==> config.mk <==
export PLATFORM = sky130hd
export DESIGN_NAME = gbw_cfg
export DESIGN_NICKNAME = d
export VERILOG_FILES = /design/src/gbw_pkg.sv /design/src/gbw_cfg.sv
export SDC_FILE = /design/constraint.sdc
export NUM_CORES = 1
export LEC_CHECK = 0
export BUFFER_PORTS_ARGS = -buffer_cell sky130_fd_sc_hd__buf_2
export CELL_PAD_IN_SITES_DETAIL_PLACEMENT = 0
export CELL_PAD_IN_SITES_GLOBAL_PLACEMENT = 1
export CORE_UTILIZATION = 40
export DETAILED_ROUTE_END_ITERATION = 10
export GPL_ROUTABILITY_DRIVEN = 0
export PLACE_DENSITY_LB_ADDON = 0.1
export SYNTH_ARGS = -nofsm -noshare
export SYNTH_HDL_FRONTEND = slang
export SYNTH_SLANG_ARGS = --single-unit
==> constraint.sdc <==
create_clock -name clk -period 2.1 [get_ports clk]
set_input_delay 0.105 -clock clk [delete_from_list [all_inputs] [get_ports clk]]
set_output_delay 0.105 -clock clk [all_outputs]
set_load 0.005 [all_outputs]
==> src/gbw_pkg.sv <==
`default_nettype none

package gbw_pkg;

	localparam int WEIGHT_BITS = 16;
	localparam int FRAC_BITS = WEIGHT_BITS - 1;
	localparam int RECIP_BITS = 25;
	localparam int ROUND_SHIFT = FRAC_BITS + 24;
	localparam int ROW_BITS = 17;
	localparam int PIX_BITS = 8;
	localparam int DIST_BITS = 3;
	localparam int RADIUS_BITS = 2;
	localparam int FW_BITS = 11;
	localparam int FH_BITS = 16;
	localparam int CFG_DATA_BITS = 25;
	localparam int CFG_INDEX_BITS = 3;

	// register map of the configuration port
	typedef enum logic [CFG_INDEX_BITS-1:0] {
		REG_KERNEL_RADIUS,
		REG_WEIGHT_CENTER,
		REG_WEIGHT_OFF_ONE,
		REG_WEIGHT_OFF_TWO,
		REG_WEIGHT_OFF_THREE,
		REG_NORM_RECIPROCAL,
		REG_FRAME_WIDTH,
		REG_FRAME_HEIGHT
	} reg_index_t;

	typedef struct packed {
		logic [RADIUS_BITS-1:0] kernel_radius;
		logic [WEIGHT_BITS-1:0] weight_center;
		logic [WEIGHT_BITS-1:0] weight_off_one;
		logic [WEIGHT_BITS-1:0] weight_off_two;
		logic [WEIGHT_BITS-1:0] weight_off_three;
		logic [RECIP_BITS-1:0]  norm_reciprocal;
		logic [FW_BITS-1:0]     frame_width;
		logic [FH_BITS-1:0]     frame_height;
	} cfg_t;

	// controller to datapath
	typedef struct packed {
		logic capture;
		logic locate;
		logic commit;
		logic rd;
		logic center;
		logic acc;
		logic scale;
		logic out_load;
	} cmd_t;

	// datapath to controller
	typedef struct packed {
		logic valid;
		logic interior;
		logic col_end;
		logic row_end;
	} status_t;

	// one-dimensional weight at a given distance from the center
	function automatic logic [WEIGHT_BITS-1:0] tap_weight(input logic [DIST_BITS-1:0] d,
			input cfg_t c);
		logic [WEIGHT_BITS-1:0] wt;
		case (d)
			DIST_BITS'(0): wt = c.weight_center;
			DIST_BITS'(1): wt = c.weight_off_one;
			DIST_BITS'(2): wt = c.weight_off_two;
			DIST_BITS'(3): wt = c.weight_off_three;
			default: wt = '0;
		endcase
		return wt;
	endfunction

endpackage

`default_nettype wire

==> src/gbw_cfg.sv <==
`default_nettype none

module gbw_cfg import gbw_pkg::*; (
	input  logic                      clk,
	input  logic                      arst_n,
	input  logic                      cfg_write,
	input  logic [CFG_INDEX_BITS-1:0] cfg_index,
	input  logic [CFG_DATA_BITS-1:0]  cfg_data,
	output cfg_t                      cfg
);

	cfg_t cfg_q;

	// register file, each write masked to the register width
	always_ff @(posedge clk or negedge arst_n) begin
		if (!arst_n) begin
			cfg_q.kernel_radius <= RADIUS_BITS'(1);
			cfg_q.weight_center <= WEIGHT_BITS'(32768);
			cfg_q.weight_off_one <= '0;
			cfg_q.weight_off_two <= '0;
			cfg_q.weight_off_three <= '0;
			cfg_q.norm_reciprocal <= RECIP_BITS'(16777216);
			cfg_q.frame_width <= FW_BITS'(640);
			cfg_q.frame_height <= FH_BITS'(480);
		end else if (cfg_write) begin
			case (reg_index_t'(cfg_index))
				REG_KERNEL_RADIUS:    cfg_q.kernel_radius <= cfg_data[RADIUS_BITS-1:0];
				REG_WEIGHT_CENTER:    cfg_q.weight_center <= cfg_data[WEIGHT_BITS-1:0];
				REG_WEIGHT_OFF_ONE:   cfg_q.weight_off_one <= cfg_data[WEIGHT_BITS-1:0];
				REG_WEIGHT_OFF_TWO:   cfg_q.weight_off_two <= cfg_data[WEIGHT_BITS-1:0];
				REG_WEIGHT_OFF_THREE: cfg_q.weight_off_three <= cfg_data[WEIGHT_BITS-1:0];
				REG_NORM_RECIPROCAL:  cfg_q.norm_reciprocal <= cfg_data[RECIP_BITS-1:0];
				REG_FRAME_WIDTH:      cfg_q.frame_width <= cfg_data[FW_BITS-1:0];
				REG_FRAME_HEIGHT:     cfg_q.frame_height <= cfg_data[FH_BITS-1:0];
				default: ;
			endcase
		end
	end

	assign cfg = cfg_q;

endmodule

`default_nettype wire

==> reports/qor.yml <==
finalInstanceArea_um2: 6247
clk_path_buf_depth: 2
clock_skew_ns: 0
vias_per_cell: 4.822
io-pin-count: 149
hold_class: "in -> reg"
rsz0062_at_grt: "false"
cp.arrival_ns: 1.03
fmax_mhz: 878.6
cts.sinks: 118
required_ns: 2.00
synthFlopType: "dfrtp_1"
die_w_um: 110.2
fin_setup_tns_ns: 0
largest_reg_flops: 118
synth_top_area_cell: "dfrtp_1"
p_per_area_nw_per_um2: 1201
syn_inst: 259
power_frac_seq_pct: 40.7
num_vias: 2816
drv_cap: 0
grt_use_total_pct: 18.17
synth_compound_area_share_pct: 0
nets: 459
fp.coreArea_um2: 11420
synth_top_family_by_area: "multiplexers"
routedWlPerCell_um: 17.99
timing.final.ws_setup_ns: 0.9619
clk_pin_slew_ns: 0.05
ys_async_sr_fraction_pct: 100.0
worstMarginPinSlew_ns: 0.6562
drt_iter0_drc: 90
dieArea_um2: 12140
grt_pass1_wl_mm: 15.77
synth.most_common_cell: "dfrtp_1"
yosys_warnings: 0
fin_crit_sh_pct: 54.20
io_buffers: 148
report.final.slew_viol_count: 0
netSwitchingFraction_pct: 23.03
synth_edf_count: 0
overflow: 0
area_growth_pct: 33.50
fin_crit_ns: 1.138
drc: 0
insertion_delay_ns: 0.40
dp_hpwl_mm: 6.863
p_int_w: 0.005776
synth.avg_cell_area_um2: 18.07
clkPwrFrac_pct: 41.7
synth_common_cells: "dfrtp_1 (109), mux2_2 (86), mux2_4 (30), dfstp_2 (9), buf_6 (5)"
dr.pass1.iters: 4
diodes: 0
status: "finished, final reports clean"
crit_family: "flip-flops"
synth_cell_types: 14
root_buffer: "clkbuf_16"
yosys.area_share.simple_pct: 2.460
crit_chain: "buf_2"
grt_start_max_net_pins: 46
yosysTopAreaCellShare_pct: 58.29
antenna_found_initial: 0
tritoncts: "yes"
cts_setup_buffers: 0
ir_drop_v: 0.0009728
synth_area_um2: 4679
antenna_left: 0
critical_path_class: "reg -> out"
drt_wl_total_mm: 10.50
synth_seq_area_share_pct: 63.34
syn_nets: 290
cp-start-kind: "flop"
ys_ff_latch: 118
slew_headroom_pct: 56.15
rows: 39
cpMaxStageDelayCell: "dfstp_2"
post_dp_cell_area_um2: 5508
muxShareOfSynthArea_pct: 30.80
place_worst_setup_slack_ns: 0.5800
power_leakage_nw: 3.057
whs_ns: 0.01865
endpoint_kind: "output pin"
ctsHtreeMaxLevel: 4
layout-drive-gt1-share_pct: 70.75
die-height_um: 110.2
crit_fanout: 2
critPathBufInv: 1
cts_made_buffers: 17
final_util_pct: 54.71
synthTopCellsByArea: "dfrtp_1 (58%), mux2_2 (21%), mux2_4 (9.6%)"
n_fill_cell: 993
synth_fa_ha_area_share_pct: 0
hold_violations: 0
synth-xor-area-share_pct: 0
p_switching_w: 0.001728
cpPeakStageDelay_ns: 0.52
setup_viol: 0
grt_pass1_vias: 2872
start_util_pct: 40.98
p_comb_share_pct: 17.6
metal layers:
layer | part of all wire (%) | vias to the layer above | global-route usage [%]
met3 | 6.6 | 11 | 6.584
met2 | 49 | 86 | 28.39
met5 | 0 | - | 0
li1 | - | 1261 | -
met4 | 1.1 | 0 | 7.143
met1 | 44 | 1458 | 23.00
cell families (layout without fill, tap and decap cells):
family | Yosys count | in the layout
buf+inv | 15 | 197
simple gates | 8 | 8
mux | 118 | 118
flops | 118 | 118
layout make-up:
type	count	area, um2	area share (%)
flip-flops and latches	118	2964	47.45
multi-input cells	126	1556	24.91
repair buffers	165	908.4	14.54
well taps	143	178.9	2.864
clock inverters	10	175.2	2.804
clock buffers	22	464.2	7.430
through the flow:
| step | power, W | std cells |
|---|---|---|
| 2_1_floorplan | 0.003692 | 259 |
| 3_3_place_gp | 0.004384 | 542 |
| 3_5_place_dp | 0.004420 | 542 |
| 4_1_cts | 0.007607 | 584 |
| 5_1_grt | 0.007887 | 584 |
| 6_report | 0.007504 | 584 |
power by group through the flow:
| stage | clock (W) | combinational (W) | sequential (W) |
|---|---|---|---|
| 2_1_floorplan | 0 | 0.000569 | 0.00312 |
| 3_3_place_gp | 0 | 0.00132 | 0.00307 |
| 3_5_place_dp | 0 | 0.00133 | 0.00309 |
| 4_1_cts | 0.00320 | 0.00135 | 0.00306 |
| 5_1_grt | 0.00330 | 0.00146 | 0.00313 |
| 6_report | 0.00313 | 0.00132 | 0.00306 |
what timing repair did:
action / in CTS / in global routing
hold buffers: 10 / 0
hold endpoints to repair: 45 / 0
resized for setup: 0 / 0
cell usage in the layout, fill, tap and decap left out:
cell,n
dlygate4sd3_1,10
bufinv_16,5
dfstp_2,9
clkbuf_8,2
mux2_4,30
nor4b_1,1
buf_2,147
mux2_1,2
clkinv_2,5
dfrtp_1,109
nand4b_4,2
nand4b_1,1
clkbuf_1,3
and4bb_1,3
clkbuf_16,17
nand4_2,1
buf_4,7
mux2_2,86
buf_12,1
worst paths after layout:
kind / cells past startpoint / to / startpoint / slack, ns
min reg2reg: 1 / cfg[47] / cfg[47] / 0.49
min: 2 / cfg[83] / cfg_data[15] / 0.02
max reg2reg: 1 / cfg[48] / cfg[48] / 1.30
max in group asynchronous: 3 / cfg[6] / arst_n / 1.10
max: 1 / cfg[6] / cfg[6] / 0.96
min in group asynchronous: 2 / cfg[41] / arst_n / 0.23
No activity file was read; power rests on OpenSTA's default activity.
