`config.mk`:
```
export PLATFORM = sky130hd
export DESIGN_NAME = gbw_ctrl
export DESIGN_NICKNAME = d
export VERILOG_FILES = /design/src/gbw_pkg.sv /design/src/gbw_ctrl.sv
export SDC_FILE = /design/constraint.sdc
export NUM_CORES = 1
export LEC_CHECK = 0
export BUFFER_PORTS_ARGS = -buffer_cell sky130_fd_sc_hd__buf_2
export CAP_MARGIN = 20
export CORE_MARGIN = 3
export CORE_UTILIZATION = 30
export DETAILED_ROUTE_END_ITERATION = 16
export PLACE_DENSITY_LB_ADDON = 0.2
export SLEW_MARGIN = 20
export SYNTH_ARGS = -nofsm -noshare
export SYNTH_HDL_FRONTEND = slang
export SYNTH_SLANG_ARGS = --single-unit
```
`constraint.sdc`:
```
create_clock -name clk -period 3.05 [get_ports clk]
set_input_delay 0.4575 -clock clk [delete_from_list [all_inputs] [get_ports clk]]
set_output_delay 0.4575 -clock clk [all_outputs]
set_load 0.02 [all_outputs]
```
`src/gbw_pkg.sv`:
```
`default_nettype none

package gbw_pkg;

	localparam int WEIGHT_BITS = 16;
	localparam int FRAC_BITS = WEIGHT_BITS - 1;
	localparam int RECIP_BITS = 25;
	localparam int ROUND_SHIFT = FRAC_BITS + 24;
	localparam int ROW_BITS = 17;
	localparam int PIX_BITS = 8;
	localparam int DIST_BITS = 3;
	localparam int RADIUS_BITS = 2;
	localparam int FW_BITS = 11;
	localparam int FH_BITS = 16;
	localparam int CFG_DATA_BITS = 25;
	localparam int CFG_INDEX_BITS = 3;

	// register map of the configuration port
	typedef enum logic [CFG_INDEX_BITS-1:0] {
		REG_KERNEL_RADIUS,
		REG_WEIGHT_CENTER,
		REG_WEIGHT_OFF_ONE,
		REG_WEIGHT_OFF_TWO,
		REG_WEIGHT_OFF_THREE,
		REG_NORM_RECIPROCAL,
		REG_FRAME_WIDTH,
		REG_FRAME_HEIGHT
	} reg_index_t;

	typedef struct packed {
		logic [RADIUS_BITS-1:0] kernel_radius;
		logic [WEIGHT_BITS-1:0] weight_center;
		logic [WEIGHT_BITS-1:0] weight_off_one;
		logic [WEIGHT_BITS-1:0] weight_off_two;
		logic [WEIGHT_BITS-1:0] weight_off_three;
		logic [RECIP_BITS-1:0]  norm_reciprocal;
		logic [FW_BITS-1:0]     frame_width;
		logic [FH_BITS-1:0]     frame_height;
	} cfg_t;

	// controller to datapath
	typedef struct packed {
		logic capture;
		logic locate;
		logic commit;
		logic rd;
		logic center;
		logic acc;
		logic scale;
		logic out_load;
	} cmd_t;

	// datapath to controller
	typedef struct packed {
		logic valid;
		logic interior;
		logic col_end;
		logic row_end;
	} status_t;

	// one-dimensional weight at a given distance from the center
	function automatic logic [WEIGHT_BITS-1:0] tap_weight(input logic [DIST_BITS-1:0] d,
			input cfg_t c);
		logic [WEIGHT_BITS-1:0] wt;
		case (d)
			DIST_BITS'(0): wt = c.weight_center;
			DIST_BITS'(1): wt = c.weight_off_one;
			DIST_BITS'(2): wt = c.weight_off_two;
			DIST_BITS'(3): wt = c.weight_off_three;
			default: wt = '0;
		endcase
		return wt;
	endfunction

endpackage

`default_nettype wire

```
`src/gbw_ctrl.sv`:
```
`default_nettype none

module gbw_ctrl import gbw_pkg::*; #(
	parameter int TAP_BITS = 3
) (
	input  logic                clk,
	input  logic                arst_n,
	input  logic                pixel_valid,
	output logic                pixel_ready,
	output logic                result_valid,
	input  logic                result_ready,
	input  status_t             status,
	output cmd_t                cmd,
	output logic [TAP_BITS-1:0] tap_i,
	output logic [TAP_BITS-1:0] tap_j
);

	typedef enum logic [3:0] {
		ST_IDLE,
		ST_LOCATE,
		ST_COMMIT,
		ST_TAPS,
		ST_PASS,
		ST_DRAIN,
		ST_SETTLE,
		ST_SCALE,
		ST_FINISH
	} state_t;

	state_t state_q;
	logic [TAP_BITS-1:0] tap_i_q;
	logic [TAP_BITS-1:0] tap_j_q;
	logic result_valid_q;
	logic out_free;

	// output register free to take the next result
	assign out_free = !result_valid_q || result_ready;

	// sequencer, window counters and result flag
	always_ff @(posedge clk or negedge arst_n) begin
		if (!arst_n) begin
			state_q <= ST_IDLE;
			tap_i_q <= '0;
			tap_j_q <= '0;
			result_valid_q <= 1'b0;
		end else begin
			// result flag: set by a finished request, cleared when taken
			if (state_q == ST_FINISH && out_free) begin
				result_valid_q <= 1'b1;
			end else if (result_ready) begin
				result_valid_q <= 1'b0;
			end
			case (state_q)
				ST_IDLE: begin
					if (pixel_valid) begin
						state_q <= ST_LOCATE;
					end
				end
				ST_LOCATE: state_q <= ST_COMMIT;
				ST_COMMIT: begin
					tap_i_q <= '0;
					tap_j_q <= '0;
					if (!status.valid) begin
						state_q <= ST_FINISH;
					end else if (status.interior) begin
						state_q <= ST_TAPS;
					end else begin
						state_q <= ST_PASS;
					end
				end
				ST_TAPS: begin
					if (status.col_end) begin
						tap_j_q <= '0;
						if (status.row_end) begin
							state_q <= ST_DRAIN;
						end else begin
							tap_i_q <= tap_i_q + 1'b1;
						end
					end else begin
						tap_j_q <= tap_j_q + 1'b1;
					end
				end
				ST_PASS:   state_q <= ST_FINISH;
				ST_DRAIN:  state_q <= ST_SETTLE;
				ST_SETTLE: state_q <= ST_SCALE;
				ST_SCALE:  state_q <= ST_FINISH;
				ST_FINISH: begin
					if (out_free) begin
						state_q <= ST_IDLE;
					end
				end
				default: state_q <= ST_IDLE;
			endcase
		end
	end

	// commands decoded from the state
	always_comb begin
		cmd = '0;
		cmd.capture = (state_q == ST_IDLE) && pixel_valid;
		cmd.locate = (state_q == ST_LOCATE);
		cmd.commit = (state_q == ST_COMMIT);
		cmd.rd = (state_q == ST_TAPS) || (state_q == ST_PASS);
		cmd.center = (state_q == ST_PASS);
		cmd.acc = (state_q == ST_TAPS);
		cmd.scale = (state_q == ST_SCALE);
		cmd.out_load = (state_q == ST_FINISH) && out_free;
	end

	assign pixel_ready = (state_q == ST_IDLE);
	assign result_valid = result_valid_q;
	assign tap_i = tap_i_q;
	assign tap_j = tap_j_q;

endmodule

`default_nettype wire

```
==> impl_metrics.toml, run 1 <==
[cts]
h-tree-depth = 1
clk_pin_slew_ns = 0.08
cts_num_sinks = 11
cts_inserted_buffers = 3
ctsResizeCount = 0
cts_max_path_buffers = 2
clockRootBuffer = "clkbuf_4"
post_cts_buffers = 0
cts_tree = "built"
clock_latency_ns = 0.27
ctsHoldBuffers = 0

[yosys]
synth_top_area_share_pct = 39.50
synth_top_cell_by_area = "dfrtp_1"
synthTopCellsByArea = "dfrtp_1 39%, a21oi_1 3.6%, ha_1 3.6%"
synth-xor-area-share_pct = 0
yosysSeqAreaShare_pct = 39.50
synth.distinct_cells = 33
netlist_area_um2 = 696.9
synth_compound_area_share_pct = 17.24
synth_top_family_by_area = "simple AND/OR/NAND/NOR gates"
syn_inst = 73
async_flop_share_pct = 100.0
synth_fa_ha_area_share_pct = 3.591
synth_edf_count = 0
ys_seq_elements = 11
ys.flop_type = "dfrtp_1"
synth_mux_area_share_pct = 3.232
ys_warn_count = 0
syn_avg_cell_area_um2 = 9.547
syn_nets = 83
synth-simple-area-share_pct = 30.52

[layout]
antennaDiodeCount = 0
drive_gt1_share_pct = 31.58
fillers = 224
area_delta_synth_final_pct = 21.01
final_area_um2 = 843.3
nNetsFinal = 106

[pwr]
power.total_uw = 750.9
power_density_mw_per_mm2 = 890.4
irDropWorstVdd_mv = 0.4224
total_leakage_power_uw = 0.0004371

[placed_design]
hpwl_um = 1165
dp_slack_ns = 1.271
globalplace.congestion = 0.7757
placed_area_um2 = 815.8
io_buffers = 23

[detailed_routing]
drtIter0Drc = 12
drt-vias-per-instance = 5.090
ant_nets = 0
routed_wl_um = 1556
vias = 621
wire_per_inst_um = 12.75
drc = 0
drt-pass1-iter-count = 4

[die]
die-area_mm2 = 0.002938
fp.dieH_um = 54.20
core_area_mm2 = 0.002082
die_w_um = 54.20
rows = 16
initial_core_util_pct = 33.47
num_io_pins = 24

[worst_setup_path]
cp-start-kind = "flip-flop"
end_kind = "primary output"
critPathRequiredTime_ns = 2.59
worstSetupPathType = "reg -> out"
cp-startpoint = "state_q[2]"
r2r-start = "state_q[2]"
worstPathMaxFanout = 15
worst_ep_arrival_time_ns = 1.63

[timing]
fin_crit_sh_pct = 68.31
tns_ns = 0
max_freq_mhz = 480.0
drv_slew = 0
setup_slack_ns = 0.9667
final_hold_viol_count = 0
fin_crit_ns = 2.083
setup_viol = 0
relSlewSlack_pct = 74.17
finClkSkew_ns = 0.001274
worst_pin_slew_ns = 0.3875
rsz0062_at_grt = "no"

[global_route]
grt_max_degree = 16
track_usage_pct = 12.12
first_global_vias = 550
grt.overflow.total = 0
grt_pass1_wl_um = 2497
antenna_found_initial = 0

[run]
max_cap_violations = 0

[worst_hold_path]
min_path_type = "in -> async"

[outcome]
outcome = "completed"
==> flip-flops by register name (all words and copies together), names as in the netlist <==
register,count
result_valid,1
state_q,4
tap_i,3
tap_j,3
==> area by class of cell <==
type	instances	area (µm²)	share of cell area, %
multi-input combinational	54	380.4	45.10
clock inverter	1	5.005	0.5935
sequential	11	275.3	32.64
tap	27	33.78	4.006
timing repair buffer	23	115.1	13.65
inverter	3	11.26	1.335
clock buffer	3	22.52	2.671
==> final timing paths <==
path	end	slack, ns	cells past startpoint
hold reg to reg	tap_i[2]	0.50	1
setup reg to reg	tap_i[0]	1.30	3
min in group clk	result_valid	0.49	3
max in group asynchronous	state_q[3]	2.80	1
setup / recovery	cmd[5]	0.97	3
hold / removal	tap_i[0]	0.04	1
==> cells by family after synthesis <==
family	Yosys count
adders and majority gates	2
muxes	2
AOI/OAI and AO/OA	16
and+or+nand+nor	34
buffers and inverters	8
DFF	11
==> metal layers <==
metal	vias up	track usage, %	part of all wire, %
met5	-	0	0
met4	0	2.490	0.77
met3	2	5.263	8.0
met2	22	17.33	44
met1	286	16.75	47
li1	311	-	-
==> synth_stat cells (2+ instances only) <==
library cell,count
nand2_1,3
nand4b_1,2
nor2b_1,4
buf_2,3
nor4b_1,2
inv_1,3
ha_1,2
nor2_1,6
nor4_1,2
a211o_1,2
nand3b_1,3
and2_1,2
or3b_1,2
a21oi_1,5
dfrtp_1,11
nand2b_1,3
o21ai_0,2
==> cells in the final DEF (no fill, tap or decap) <==
cell / count
clkbuf_4: 3
nand2b_1: 3
o21ai_0: 2
mux2_1: 1
nand3_1: 1
a22oi_1: 1
o21ba_4: 1
a2bb2oi_1: 1
a31o_2: 1
nand4bb_1: 1
or3_1: 1
nand4b_1: 2
o221ai_1: 1
mux2_2: 1
and2_1: 2
nand3b_1: 3
nor3_1: 1
nor2_1: 6
ha_1: 2
nand2_1: 3
or2b_1: 1
inv_1: 3
buf_2: 23
a211o_1: 2
dfrtp_1: 11
or3b_1: 2
a21oi_1: 5
clkinv_2: 1
o41ai_1: 1
nor2b_1: 4
nor4b_1: 2
nor4_1: 2
a22o_1: 1
==> report_power, final <==
| part | total (µW) | internal, µW | switching (µW) | leakage [µW] |
|---|---|---|---|---|
| sequential | 278 | 195 | 82.9 | 0.000147 |
| combinational | 370 | 160 | 210 | 0.000273 |
| clock | 104 | 48.6 | 55.0 | 0.0000177 |
==> critical path, cell delays in order (launching register included) <==
cell and delay, ns:
dfrtp_1 0.52, or3b_1 0.54, nor2_1 0.12, buf_2 0.17
==> stage by stage <==
| stage | util, % | hold WS (ns) | instances |
|---|---|---|---|
| after global routing | 40.50 | 0.04864 | 122 |
| after CTS | 40.50 | 0.04080 | 122 |
| after detailed placement | 39.18 | 0.3504 | 118 |
| after global placement | 39.18 | 0.3507 | 118 |
| final | 40.50 | 0.04248 | 122 |
| after floorplan | - | 0.1619 | 73 |
Power figures use the tool's default switching activity.
==> run 2: changes to the inputs <==
ABC_AREA = 1   (was default)
clock period = 2 ns   (was 3.05 ns; I/O delays follow)
==> run 2 against run 1 <==
Worst setup slack got worse by 0.63 ns. Register-to-register slack got worse by 0.55 ns. Highest routed layer unchanged. First-iteration DRC count decreased by 50%. Sequential power increased by 27%. Worst hold slack improved by 0.19 ns. Largest power group unchanged. Global-route usage increased by 0.64 points. Clock skew increased by 0.00072 ns. Cell area increased by 0.89%. Clock power increased by 50%.
==> impl_metrics.toml, run 2 <==
[outcome]
outcome = "completed"

[layout]
largest_register = "state_q"
fillers = 215
nNetsFinal = 133
area_delta_synth_final_pct = 27.82
largest_register_ffs = 4
final_cell_mix = "25 x nand2_1, 23 x buf_2, 15 x inv_1, 11 x dfrtp_1, 9 x nor2_1"
mostFrequentLayoutCell = "nand2_1"
seq_area_um2 = 275.3
drive_gt1_share_pct = 27.87
final_area_um2 = 850.8
multi_input_area_um2 = 326.6
antennaDiodeCount = 0

[die]
core_area_mm2 = 0.002022
die-area_mm2 = 0.002820
num_io_pins = 24
die_w_um = 53.11
fp.dieH_um = 53.11
rows = 16
initial_core_util_pct = 32.92

[cts]
clock_latency_ns = 0.27
clk_pin_slew_ns = 0.07
post_cts_buffers = 0
cts_tree = "built"
cts_max_path_buffers = 2
ctsResizeCount = 0
clockRootBuffer = "clkbuf_4"
cts_num_sinks = 11
cts_inserted_buffers = 3
h-tree-depth = 1

[worst_setup_path]
reg2reg_to = "state_q[0]"
critical_path.cell_chain = "nor2_4 > inv_1 > nor3_1 > buf_2"
cp-start-kind = "flip-flop"
cp_slowest_cell = "dfrtp_1"
r2r_setup_slack_ns = 0.75
r2r-start = "state_q[3]"
worstPathMaxFanout = 10
worst_ep_arrival_time_ns = 1.36
end_kind = "primary output"
reg2regPathDepth = 6
critPathMaxStageDelay_ns = 0.43
worstSetupPathType = "reg -> out"
critPathRequiredTime_ns = 1.70

[placed_design]
placed_area_um2 = 814.5
hpwl_um = 1223
io_buffers = 23
globalplace.congestion = 0.7363

[timing]
fin_crit_ns = 1.662
drv_slew = 0
worst_pin_slew_ns = 0.2746
setup_viol = 0
fin_crit_sh_pct = 83.10
final_hold_viol_count = 0
max_freq_mhz = 601.7
relSlewSlack_pct = 81.70
tns_ns = 0
finClkSkew_ns = 0.001992
rsz0062_at_grt = "no"

[pwr]
power_density_mw_per_mm2 = 1419
irDropWorstVdd_mv = 0.8129
total_leakage_power_uw = 0.0005300

[yosys]
async_flop_share_pct = 100.0
synthTopCellsByCount = "25 x nand2_1, 15 x inv_1, 11 x dfrtp_1"
syn_nets = 104
ys.flop_type = "dfrtp_1"
syn_avg_cell_area_um2 = 7.081
ys_warn_count = 0
netlist_area_um2 = 665.6
yosysSeqAreaShare_pct = 41.35
synth.most_common_cell = "nand2_1"
synth_edf_count = 0
syn_inst = 94
synth.distinct_cells = 19
ys_seq_elements = 11
synthTopCellsByArea = "dfrtp_1 41%, nand2_1 14%, inv_1 8.5%"
synth_top_cell_by_area = "dfrtp_1"
synth_top_area_share_pct = 41.35

[detailed_routing]
drc = 0
wire_per_inst_um = 10.09
dr_wl_met2_um = 653
drtIter0Drc = 6
routed.top_layer = "met4"
drt-pass1-iter-count = 6
ant_nets = 0
routed_wl_um = 1503
wl_met1_um = 738
vias = 658
dr_wl_met3_um = 84
drt-vias-per-instance = 4.416

[worst_hold_path]
worst_hold_path.endpoint = "result_valid"
worstHoldStart = "result_ready"
min_path_cells = 2
min_path_type = "in -> reg"

[global_route]
track_usage_pct = 12.76
grt_max_degree = 12
grt_pass1_wl_um = 2539
grt.overflow.total = 0
antenna_found_initial = 0
first_global_vias = 614

[run]
max_cap_violations = 0
==> run 2: per-stage QoR <==
step	cells	setup slack [ns]	utilization, %	total power (µW)	hold WS [ns]
4_1_cts	149	0.3264	42.08	1218	0.2402
6_report	149	0.3381	42.08	1207	0.2358
3_5_place_dp	144	0.6335	40.28	1054	0.1885
5_1_grt	149	0.1641	42.08	1331	0.2622
3_3_place_gp	144	0.6406	40.28	1052	0.1826
2_1_floorplan	94	0.5242	-	857.6	0.004409
==> run 2: how the worst max path moves through the flow <==
stage / from / end
CTS: state_q[3] / cmd[7]
floorplan: state_q[3] / cmd[7]
finish: state_q[3] / cmd[7]
global route: state_q[0] / cmd[7]
detailed placement: state_q[3] / cmd[7]
global placement: state_q[3] / cmd[7]
==> run 2: layout make-up <==
cell class,instances,area share [%]
inverter,17,7.500
clock buffer,4,3.088
tap,27,3.971
multi-input combinational,66,38.38
sequential,11,32.35
timing repair buffer,24,14.71
==> run 2: routing by layer <==
layer / global-route usage (%) / vias to the layer above
met4: 6.809 / 0
met2: 19.42 / 17
met5: 0 / -
met3: 3.380 / 5
met1: 16.29 / 284
li1: - / 352
==> run 2: repair_timing <==
item	in CTS	in global routing
hold buffers	1	0
endpoints found under the hold margin	11	0
endpoints found under the setup margin	0	0
==> run 2: worst max-delay path, delay by kind of cell, from the launching register on <==
kind	cells	cell delay (ns)
flops	1	0.43
simple gates	2	0.39
buf+inv	2	0.26
==> run 2: cell families after synthesis <==
logic type	share of synthesized area, %
buf+inv	9.585
fa+ha+maj	3.759
simple gates	37.22
compound gates	6.766
flops	41.35
xor+xnor	1.316
==> run 2: power by group <==
part,internal (µW),leakage [µW],switching (µW)
combinational,220,0.000367,480
clock,77.2,0.0000150,78.7
sequential,289,0.000148,63.1
==> run 3: changes to the inputs <==
clock period = 1.6 ns   (was 2 ns; I/O delays follow)
==> run 3 against run 2 <==
Routed wire length rose by 3.4%. Die area did not move. Clock skew fell by 0.0017 ns. Worst hold slack got worse by 0.058 ns. Largest cell class unchanged. Highest routed layer unchanged.
==> impl_metrics.toml, run 3 (synthesis results as in run 2) <==
[layout]
utilization_pct = 43.75
antennaDiodeCount = 0
fin_cells = 151
nNetsFinal = 135
drive_gt1_share_pct = 30.65
largest_register = "state_q"
largest_register_ffs = 4
final_cell_mix = "25 x nand2_1, 21 x buf_2, 15 x inv_1, 11 x dfrtp_1, 9 x nor2_1"
fillers = 218
area_delta_synth_final_pct = 32.89
mostFrequentLayoutCell = "nand2_1"
final_area_um2 = 884.6

[pwr]
irDropWorstVdd_mv = 0.9545
total_leakage_power_uw = 0.0005475
power_density_mw_per_mm2 = 1827

[worst_setup_path]
end_kind = "primary output"
path_buf_inv = 3
r2r_setup_slack_ns = 0.29
cp-start-kind = "flip-flop"
r2r-start = "state_q[3]"
cp-endpoint = "cmd[6]"
critPathMaxStageDelay_ns = 0.43
crit_family = "flip-flops"
cp.depth = 5
cp-startpoint = "state_q[3]"
cp_slowest_cell = "dfrtp_1"
reg2regPathDepth = 7
critical_path.cell_chain = "nor2_4 > buf_4 > nand3_1 > inv_1 > buf_6"
worst_ep_arrival_time_ns = 1.31
worstSetupPathType = "reg -> out"
critPathRequiredTime_ns = 1.36
worstPathMaxFanout = 7
reg2reg_to = "state_q[0]"

[detailed_routing]
drt-vias-per-instance = 4.344
ant_nets = 0
routed_wl_um = 1554
vias = 656
drc = 0
drtIter0Drc = 8
drt-pass1-iter-count = 4
wire_per_inst_um = 10.29

[cts]
cts_max_path_buffers = 2
h-tree-depth = 1
clk_pin_slew_ns = 0.07
cts_num_sinks = 11
cts_tree = "built"
clock_latency_ns = 0.27
clockRootBuffer = "clkbuf_4"
cts_inserted_buffers = 3

[run]
max_cap_violations = 0

[timing]
relSlewSlack_pct = 82.25
timing.hold.ws_ns = 0.1779
fin_crit_sh_pct = 96.88
fin_crit_ns = 1.550
worst_pin_slew_ns = 0.2662
setup_viol = 0
finClkSkew_ns = 0.0003291
rsz0062_at_grt = "yes"
final_hold_viol_count = 0
drv_slew = 0
max_freq_mhz = 645.1

[global_route]
grt_max_degree = 12
track_usage_pct = 12.99
grt.overflow.total = 0
grt_pass1_wl_um = 2594
antenna_found_initial = 0
first_global_vias = 630

[placed_design]
globalplace.congestion = 0.7363
placed_cells = 144
io_buffers = 23
hpwl_um = 1223
placed_area_um2 = 814.5

[die]
num_io_pins = 24
fp.dieH_um = 53.11
rows = 16
die-area_mm2 = 0.002820
die_w_um = 53.11
initial_core_util_pct = 32.92
core_area_mm2 = 0.002022

[outcome]
outcome = "completed"

[worst_hold_path]
min_path_type = "in -> reg"
run 3: changes by cell type in the layout (fill, tap and decap cells not counted):
cell	change
buf_4	+3
buf_2	-2
buf_6	+1
clkinv_1	-1
inv_2	+1
nor2_2	-1
nor2_4	+1
nor3_1	-1
nor3_2	+1
run 3: layout make-up:
cell class / instances / area, µm² / area share [%]
timing repair buffer: 26 / 148.9 / 16.83
multi-input combinational: 66 / 336.6 / 38.05
sequential: 11 / 275.3 / 31.12
clock buffer: 4 / 26.28 / 2.970
tap: 27 / 33.78 / 3.819
inverter: 17 / 63.81 / 7.214
run 3: worst min path at each step:
stage | from | end | slack, ns | cells past startpoint
finish | result_ready | result_valid | 0.18 | 2
global route | result_ready | result_valid | 0.20 | 2
CTS | result_ready | result_valid | 0.18 | 2
detailed placement | arst_n | result_valid | 0.13 | 1
global placement | arst_n | state_q[2] | 0.12 | 1
floorplan | arst_n | result_valid | -0.06 | 0
run 3: metal layers:
| layer | GRT usage (%) | routed length (µm) | vias up | part of all wire (%) |
|---|---|---|---|---|
| met5 | 0 | 0 | - | 0 |
| met4 | 6.809 | 27 | 0 | 1.7 |
| met3 | 3.380 | 88 | 5 | 5.7 |
| met2 | 20.25 | 694 | 17 | 45 |
| met1 | 16.29 | 744 | 280 | 48 |
| li1 | - | - | 354 | - |
run 3: per-stage QoR:
step / setup TNS, ns / power, µW / setup WS, ns
finish: 0 / 1616 / 0.04989
global route: -0.09294 / 1776 / -0.03761
CTS: 0 / 1567 / 0.03826
detailed placement: 0 / 1318 / 0.2935
global placement: 0 / 1315 / 0.3006
floorplan: 0 / 1072 / 0.1842
run 3: report_power, final:
group	internal [µW]	leakage, µW	switching, µW
Sequential	361	0.000148	88.2
Clock	96.5	0.0000150	96.8
Combinational	352	0.000384	622
run 3: what timing repair did:
action,in CTS,in global routing
hold buffers,1,0
hold endpoints to repair,11,0
endpoints found under the setup margin,1,4
resized for setup,1,5
gates cloned,0,0
setup buffers,1,1
pin swaps,1,1
